## config.mk

```make
export PLATFORM = sky130hd
export DESIGN_NAME = battery_charge_from_voltage
export DESIGN_NICKNAME = d
export VERILOG_FILES = /design/src/hdl/bcv_pkg.sv /design/src/hdl/battery_charge_from_voltage.sv
export SDC_FILE = /design/constraint.sdc
export NUM_CORES = 2
export LEC_CHECK = 0
export BUFFER_PORTS_ARGS = -buffer_cell sky130_fd_sc_hd__buf_2
export CORE_AREA = 2 2 285 287
export DETAILED_ROUTE_END_ITERATION = 8
export DIE_AREA = 0 0 287 289
export PLACE_DENSITY = 0.82
export SLEW_MARGIN = 10
export SYNTH_ARGS = -nofsm -noshare
export SYNTH_HDL_FRONTEND = slang
export SYNTH_SLANG_ARGS = --single-unit
```

## constraint.sdc

```tcl
create_clock -name clk -period 8.65 [get_ports clk]
set_clock_uncertainty 0.15 [all_clocks]
set_input_delay 1.73 -clock clk [delete_from_list [all_inputs] [get_ports clk]]
set_output_delay 1.73 -clock clk [all_outputs]
set_load 0.01 [all_outputs]
```

## src/hdl/bcv_pkg.sv

```systemverilog
package bcv_pkg;

  // Field widths
  localparam int VOLT_W   = 13;
  localparam int CHARGE_W = 16;
  localparam int KIND_W   = 3;

  // Curve set dimensions
  localparam int NUM_POINTS = 8;
  localparam int NUM_KINDS  = 5;

  localparam int CURVE_W = (NUM_KINDS > 1) ? $clog2(NUM_KINDS) : 1;
  localparam int PT_W    = $clog2(NUM_POINTS);
  localparam int SEG_W   = (NUM_POINTS > 2) ? $clog2(NUM_POINTS - 1) : 1;

  // rise * dv, and the reciprocal used for the segment-width divide
  localparam int PROD_W      = VOLT_W + CHARGE_W;
  localparam int RECIP_W     = 32;
  localparam int RECIP_SHIFT = 32;
  localparam int WIDE_W      = PROD_W + RECIP_W;

  localparam logic [CHARGE_W-1:0] FULL_CHARGE = CHARGE_W'(32768);

  typedef logic [VOLT_W-1:0]   mv_row_t    [NUM_POINTS];
  typedef logic [CHARGE_W-1:0] q15_row_t   [NUM_POINTS];
  typedef logic [RECIP_W-1:0]  recip_row_t [NUM_POINTS-1];

  // Curve voltages in mV
  localparam mv_row_t CURVE_MV [NUM_KINDS] = '{
    '{13'd2800, 13'd3000, 13'd3100, 13'd3150, 13'd3250, 13'd3300, 13'd3400, 13'd3600},
    '{13'd2800, 13'd3000, 13'd3100, 13'd3150, 13'd3250, 13'd3300, 13'd3400, 13'd3600},
    '{13'd2000, 13'd2100, 13'd2300, 13'd2400, 13'd2500, 13'd2600, 13'd2900, 13'd3000},
    '{13'd2800, 13'd3000, 13'd3100, 13'd3150, 13'd3250, 13'd3300, 13'd3400, 13'd3600},
    '{13'd2000, 13'd2100, 13'd2300, 13'd2400, 13'd2500, 13'd2600, 13'd2900, 13'd3000}
  };

  // Curve charges in Q1.15
  localparam q15_row_t CURVE_Q15 [NUM_KINDS] = '{
    '{16'd0, 16'd3277, 16'd6554, 16'd13107, 16'd19661, 16'd26214, 16'd29491, 16'd32768},
    '{16'd0, 16'd3277, 16'd6554, 16'd13107, 16'd19661, 16'd26214, 16'd29491, 16'd32768},
    '{16'd0, 16'd3277, 16'd6554, 16'd13107, 16'd19661, 16'd26214, 16'd29491, 16'd32768},
    '{16'd0, 16'd3277, 16'd6554, 16'd13107, 16'd19661, 16'd26214, 16'd29491, 16'd32768},
    '{16'd0, 16'd3277, 16'd6554, 16'd13107, 16'd19661, 16'd26214, 16'd29491, 16'd32768}
  };

  // floor(2^32 / segment width), one per segment
  localparam recip_row_t SEG_RECIP [NUM_KINDS] = '{
    '{32'd21474836, 32'd42949672, 32'd85899345, 32'd42949672,
      32'd85899345, 32'd42949672, 32'd21474836},
    '{32'd21474836, 32'd42949672, 32'd85899345, 32'd42949672,
      32'd85899345, 32'd42949672, 32'd21474836},
    '{32'd42949672, 32'd21474836, 32'd42949672, 32'd42949672,
      32'd42949672, 32'd14316557, 32'd42949672},
    '{32'd21474836, 32'd42949672, 32'd85899345, 32'd42949672,
      32'd85899345, 32'd42949672, 32'd21474836},
    '{32'd42949672, 32'd21474836, 32'd42949672, 32'd42949672,
      32'd42949672, 32'd14316557, 32'd42949672}
  };

endpackage

```

## src/hdl/battery_charge_from_voltage.sv

```systemverilog
// Battery state of charge from a voltage sample, by piecewise-linear lookup.
//
// Input channel: in_valid / in_stall with voltage_mv (mV, unsigned).
// Output channel: out_valid / out_stall with charge (Q1.15, 32768 = full).
// A transaction happens on a rising edge with valid high and stall low.
// Configuration: cfg_we writes cfg_wdata into the battery kind register, which
// picks the curve; kinds past the last curve use curve 0. Write only while idle.
//
// Six register stages: compare against the curve points, pick the segment,
// multiply rise by offset, multiply by the width reciprocal, multiply back for
// the remainder check, then correct and add the segment base in the output
// register. One transaction per cycle is taken in steady state while the
// receiver does not stall.
// When the receiver stalls, each stage holds unless the stage after it has room;
// in_stall rises only once every stage holds a transaction.
// Synchronous reset empties the pipeline and sets the battery kind to 0.
module battery_charge_from_voltage (
  input  logic                           clk,
  input  logic                           rst,
  input  logic                           cfg_we,
  input  logic [bcv_pkg::KIND_W-1:0]     cfg_wdata,
  input  logic                           in_valid,
  output logic                           in_stall,
  input  logic [bcv_pkg::VOLT_W-1:0]     voltage_mv,
  output logic                           out_valid,
  input  logic                           out_stall,
  output logic [bcv_pkg::CHARGE_W-1:0]   charge
);
  import bcv_pkg::*;

  logic [CURVE_W-1:0] kind_sel;

  // stage 1: point compares
  logic                  s1_valid;
  logic [NUM_POINTS-1:0] s1_ge;
  logic                  s1_low;
  logic [VOLT_W-1:0]     s1_v;
  logic [CURVE_W-1:0]    s1_kind;

  // stage 2: segment terms
  logic                  s2_valid;
  logic [VOLT_W-1:0]     s2_dv;
  logic [CHARGE_W-1:0]   s2_rise;
  logic [CHARGE_W-1:0]   s2_clow;
  logic [VOLT_W-1:0]     s2_width;
  logic [RECIP_W-1:0]    s2_recip;

  // stage 3: rise * dv
  logic                  s3_valid;
  logic [PROD_W-1:0]     s3_prod;
  logic [CHARGE_W-1:0]   s3_clow;
  logic [VOLT_W-1:0]     s3_width;
  logic [RECIP_W-1:0]    s3_recip;

  // stage 4: quotient estimate
  logic                  s4_valid;
  logic [CHARGE_W-1:0]   s4_q;
  logic [PROD_W-1:0]     s4_prod;
  logic [CHARGE_W-1:0]   s4_clow;
  logic [VOLT_W-1:0]     s4_width;

  // stage 5: estimate * width
  logic                  s5_valid;
  logic [PROD_W-1:0]     s5_back;
  logic [CHARGE_W-1:0]   s5_q;
  logic [PROD_W-1:0]     s5_prod;
  logic [CHARGE_W-1:0]   s5_clow;
  logic [VOLT_W-1:0]     s5_width;

  // stage advance: a stage loads when it is empty or its contents move on
  logic adv1, adv2, adv3, adv4, adv5, adv6;

  assign adv6     = !out_valid || !out_stall;
  assign adv5     = !s5_valid  || adv6;
  assign adv4     = !s4_valid  || adv5;
  assign adv3     = !s3_valid  || adv4;
  assign adv2     = !s2_valid  || adv3;
  assign adv1     = !s1_valid  || adv2;
  assign in_stall = !adv1;

  // Battery kind register, reduced to a curve index on write
  always_ff @(posedge clk) begin
    if (rst) begin
      kind_sel <= '0;
    end else if (cfg_we) begin
      if ({1'b0, cfg_wdata} < (KIND_W+1)'(NUM_KINDS)) begin
        kind_sel <= CURVE_W'(cfg_wdata);
      end else begin
        kind_sel <= '0;
      end
    end
  end

  // Stage 1 compares
  logic [NUM_POINTS-1:0] ge_next;
  always_comb begin
    for (int i = 0; i < NUM_POINTS; i++) begin
      ge_next[i] = (voltage_mv >= CURVE_MV[kind_sel][i]);
    end
  end

  // Stage 2: last segment whose low point is at or below v
  logic [SEG_W-1:0]    seg;
  logic [PT_W-1:0]     pt_lo;
  logic [PT_W-1:0]     pt_hi;
  logic [VOLT_W-1:0]   mv_lo;
  logic [VOLT_W-1:0]   mv_hi;
  logic [CHARGE_W-1:0] q_lo;
  logic [CHARGE_W-1:0] q_hi;
  logic [VOLT_W-1:0]   width_raw;

  always_comb begin
    seg = '0;
    for (int i = 1; i < NUM_POINTS - 1; i++) begin
      if (s1_ge[i]) begin
        seg = SEG_W'(i);
      end
    end
  end

  assign pt_lo     = PT_W'(seg);
  assign pt_hi     = pt_lo + PT_W'(1);
  assign mv_lo     = CURVE_MV[s1_kind][pt_lo];
  assign mv_hi     = CURVE_MV[s1_kind][pt_hi];
  assign q_lo      = CURVE_Q15[s1_kind][pt_lo];
  assign q_hi      = CURVE_Q15[s1_kind][pt_hi];
  assign width_raw = mv_hi - mv_lo;

  logic [VOLT_W-1:0]   dv_next;
  logic [CHARGE_W-1:0] rise_next;
  logic [CHARGE_W-1:0] clow_next;
  logic [VOLT_W-1:0]   width_next;
  logic [RECIP_W-1:0]  recip_next;

  // Saturated ends and a zero-width segment collapse to a constant base
  always_comb begin
    dv_next    = s1_v - mv_lo;
    rise_next  = q_hi - q_lo;
    clow_next  = q_lo;
    width_next = width_raw;
    recip_next = SEG_RECIP[s1_kind][seg];
    if (s1_low || s1_ge[NUM_POINTS-1] || (width_raw == '0)) begin
      dv_next    = '0;
      rise_next  = '0;
      width_next = VOLT_W'(1);
      recip_next = '0;
      if (s1_low) begin
        clow_next = '0;
      end else if (s1_ge[NUM_POINTS-1]) begin
        clow_next = FULL_CHARGE;
      end
    end
  end

  // Stage 4 estimate: floor(prod * recip / 2^32), low by at most one
  logic [WIDE_W-1:0] wide_prod;
  assign wide_prod = WIDE_W'(s3_prod) * WIDE_W'(s3_recip);

  // Output stage: one correction step
  logic [PROD_W-1:0]   rem;
  logic                bump;
  assign rem  = s5_prod - s5_back;
  assign bump = (rem >= PROD_W'(s5_width));

  // Pipeline valids
  always_ff @(posedge clk) begin
    if (rst) begin
      s1_valid  <= 1'b0;
      s2_valid  <= 1'b0;
      s3_valid  <= 1'b0;
      s4_valid  <= 1'b0;
      s5_valid  <= 1'b0;
      out_valid <= 1'b0;
    end else begin
      if (adv1) s1_valid  <= in_valid;
      if (adv2) s2_valid  <= s1_valid;
      if (adv3) s3_valid  <= s2_valid;
      if (adv4) s4_valid  <= s3_valid;
      if (adv5) s5_valid  <= s4_valid;
      if (adv6) out_valid <= s5_valid;
    end
  end

  // Pipeline payload
  always_ff @(posedge clk) begin
    if (adv1) begin
      s1_ge   <= ge_next;
      s1_low  <= (voltage_mv <= CURVE_MV[kind_sel][0]);
      s1_v    <= voltage_mv;
      s1_kind <= kind_sel;
    end
    if (adv2) begin
      s2_dv    <= dv_next;
      s2_rise  <= rise_next;
      s2_clow  <= clow_next;
      s2_width <= width_next;
      s2_recip <= recip_next;
    end
    if (adv3) begin
      s3_prod  <= PROD_W'(s2_rise) * PROD_W'(s2_dv);
      s3_clow  <= s2_clow;
      s3_width <= s2_width;
      s3_recip <= s2_recip;
    end
    if (adv4) begin
      s4_q     <= wide_prod[RECIP_SHIFT +: CHARGE_W];
      s4_prod  <= s3_prod;
      s4_clow  <= s3_clow;
      s4_width <= s3_width;
    end
    if (adv5) begin
      s5_back  <= PROD_W'(s4_q) * PROD_W'(s4_width);
      s5_q     <= s4_q;
      s5_prod  <= s4_prod;
      s5_clow  <= s4_clow;
      s5_width <= s4_width;
    end
    if (adv6) begin
      charge <= s5_clow + s5_q + CHARGE_W'(bump);
    end
  end

  // Result never exceeds full charge
  assert property (@(posedge clk) disable iff (rst)
    out_valid |-> (charge <= FULL_CHARGE))
    else $error("charge above full scale");

  // Input only backs up once the output is held
  assert property (@(posedge clk) disable iff (rst)
    in_stall |-> (out_valid && out_stall))
    else $error("input stalled with room in the pipeline");

  // Quotient estimate is low by at most one
  assert property (@(posedge clk) disable iff (rst)
    s5_valid |-> ((s5_back <= s5_prod) && (rem < (PROD_W'(s5_width) << 1))))
    else $error("reciprocal estimate out of range");

  // Held output does not lose its transaction
  assert property (@(posedge clk) disable iff (rst)
    (out_valid && out_stall) |=> out_valid)
    else $error("stalled result dropped");

endmodule
```

==> impl_metrics.env <==
export IMPL_final_cells=5814
export IMPL_clk_latency_ps=580
export IMPL_ant_nets=0
export IMPL_clkTransAtPathRegs_ps=70
export IMPL_synthFlopType="edfxtp_1"
export IMPL_synthArstFlopShare=0
export IMPL_max_slew_margin=0.355
export IMPL_grtUsageTotal=0.313
export IMPL_synth_cells=4665
export IMPL_layout_common_cells="inv_1, fa_1, ha_1, nand2_1, and2_1"
export IMPL_arrival_ps=8710
export IMPL_clk_path_buf_depth=3
export IMPL_crit_slowest_cell="fa_1"
export IMPL_cts_root_buf="clkbuf_16"
export IMPL_cts_max_level=2
export IMPL_crit_buf_inv=4
export IMPL_grt_max_degree=72
export IMPL_dr_wl_met2_um=58500
export IMPL_maxCapViolCount=0
export IMPL_m1WireLength_um=49800
export IMPL_yosys_warnings=0
export IMPL_n_antenna_cell=0
export IMPL_yosysUniqueCellTypes=81
export IMPL_fp_dieH_um=289
export IMPL_synthSimpleGateAreaFrac=0.120
export IMPL_syn2layout_area_growth_pct=5.92
export IMPL_layout_nets=6122
export IMPL_post_place_cells=5750
export IMPL_synth_xor_xnor_area_share=0.0229
export IMPL_holdBufCountCts=0
export IMPL_layout_drive_gt1_share=0.0374
export IMPL_hold_class="flop to flop"
export IMPL_yosysTopAreaCell="fa_1"
export IMPL_hpwl_um=103000
export IMPL_max_stage_delay_ps=590
export IMPL_period_needed_ps=8560
export IMPL_numClockSinks=331
export IMPL_cts_buffers=34
export IMPL_min_period_over_period=0.990
export IMPL_worstPathMaxFanout=11
export IMPL_drc=0
export IMPL_worst_ep_required_time_ps=8800
export IMPL_slew_viol_final=0
export IMPL_dr_first_iter_drc_count=2947
export IMPL_portBuffers=38
export IMPL_routedWlPerCell_um=21.5
export IMPL_grt_overflow_total=0
export IMPL_setup_viol=0
export IMPL_antenna_found_initial=4
export IMPL_ys_seq_area_frac=0.206
export IMPL_final_common_cell="inv_1"
export IMPL_crit_type="flop to flop"
export IMPL_grt_pass1_wl_um=197000
export IMPL_gp_congestion=1.00
export IMPL_top_layer_used="met5"
export IMPL_ios=39
export IMPL_cpMostUsedCell="fa_1"
export IMPL_synth_top_family_by_area="adder cells"
export IMPL_status="finished, final reports clean"
export IMPL_crit_path_end_kind="flop"
export IMPL_cts_tree="built"
export IMPL_postSynthAreaPerCell_um2=10.2
export IMPL_synth_edf_count=322
export IMPL_vias_per_cell=5.65
export IMPL_synth_fa_ha_area_frac=0.494
export IMPL_synthTopCellsByArea="fa_1, edfxtp_1, ha_1"
export IMPL_initial_core_util=0.597
export IMPL_hold_viol=0
export IMPL_tightest_slew_ps=967
export IMPL_die_w_um=287
export IMPL_ys_ff_latch=331
export IMPL_rows=104
export IMPL_synth_top_area_share=0.356
export IMPL_critical_path_top_delay_family="adder cells"
export IMPL_synth_area_um2=47700
export IMPL_wirelength_um=125000
export IMPL_synth_compound_area_frac=0.0585
export IMPL_die_area_um2=82900
export IMPL_core_um2=79900
export IMPL_drt_pre_antenna_iters=6
export IMPL_grt_pass1_vias=35100
export IMPL_crit_path_cell_trace="buf_4, buf_4, and2_1, fa_1, fa_1, inv_1, fa_1, fa_1, fa_1, inv_1, fa_1, fa_1, ha_1, ha_1, a21oi_1, o21ai_1, a2111o_1, a31oi_2, o32ai_2, a221o_1, a221o_1, a21oi_2, o21bai_1, xnor2_1"
export IMPL_via_count=32800
export IMPL_dr_wl_met3_um=10600
export IMPL_synth_area_mux_share=0.00108
export IMPL_max_freq_mhz=117
export IMPL_critical_path_startpoint_type="flop"
Yosys cell counts, types with 5 or more instances:
library cell,count
a21o_1,43
dfxtp_1,9
nor2_1,152
o211ai_1,7
nand3_1,27
a211o_1,7
o21a_1,24
buf_1,5
and2_1,370
ha_1,524
nand3b_1,6
o21ai_1,16
clkbuf_1,133
o21ai_0,73
inv_1,1089
nand4_1,11
or2_2,12
or3_1,10
nand2_1,462
o21bai_1,17
o22ai_1,7
fa_1,849
and3_1,10
a21boi_0,6
a31oi_1,15
xor2_1,34
nor2b_1,26
o31ai_1,6
xnor2_1,91
a211oi_1,18
edfxtp_1,322
nor3_1,41
nand2b_1,15
and4_1,5
a21oi_1,137
state kept, by name, indices dropped and copies added (netlist names), 16 cells and up:
register / cells
s5_prod: 29
s5_back: 29
s4_q: 16
s3_prod: 29
s5_q: 16
charge: 16
s4_prod: 29
area by class of cell:
class                   count  area, um^2
clock buffers              39         870
flip-flops and latches    331        9850
multi-input cells        3181       33600
inverters                1090        4090
well taps                1060        1330
clock inverters            23         239
fillers                  6323       29400
repair buffers             90         606
final timing paths:
check | from | end | slack [ps] | cells past startpoint
min reg2reg | s4_prod[18] | s5_prod[18] | 260 | 0
min | s4_prod[18] | s5_prod[18] | 260 | 0
max | s3_recip[25] | s4_q[15] | 90 | 24
max reg2reg | s3_recip[25] | s4_q[15] | 90 | 24
per-stage QoR:
stage               instance area [um^2]  TNS [ps]  utilization  hold WS [ps]  worst slack [ps]
global route                       50500     -2.29        0.633           270             -2.29
detailed placement                 49400         0        0.618           255               193
finish                             50500         0        0.633           261              89.9
floorplan                          48000         0            -           250               989
global placement                   49400         0        0.618           251               236
CTS                                50500         0        0.632           262               156
layer usage:
metal / GRT usage / vias to the layer above
li1: - / 14500
met1: 0.422 / 16600
met2: 0.511 / 1470
met3: 0.0487 / 293
met4: 0.129 / 2
met5: 0 / -
worst register-to-register path: cells and delay by family (launching register included):
kind                       cells  cell delay (ps)
buffers and inverters          4              600
adders and majority gates      9             4300
and+or+nand+nor                1              190
AOI/OAI and AO/OA              9             2340
xor gates and xnor gates       1              130
DFF                            1              570
repair_timing:
action,4_1_cts,5_1_grt
endpoints found under the setup margin,0,2
setup buffers,0,2
gates resized for setup,0,3
cells by family (layout without fill, tap and decap cells):
kind of cell,after synthesis,in the layout
simple gates,1167,1167
mux,5,5
fa+ha+maj,1373,1373
buf+inv,1232,1242
flops,331,331
other cells,2,81
compound gates,430,430
xor+xnor,125,125
Power is left out: the tool's default activity adds up to more than one toggle a clock period on the data nets, which glitch-free logic cannot reach.
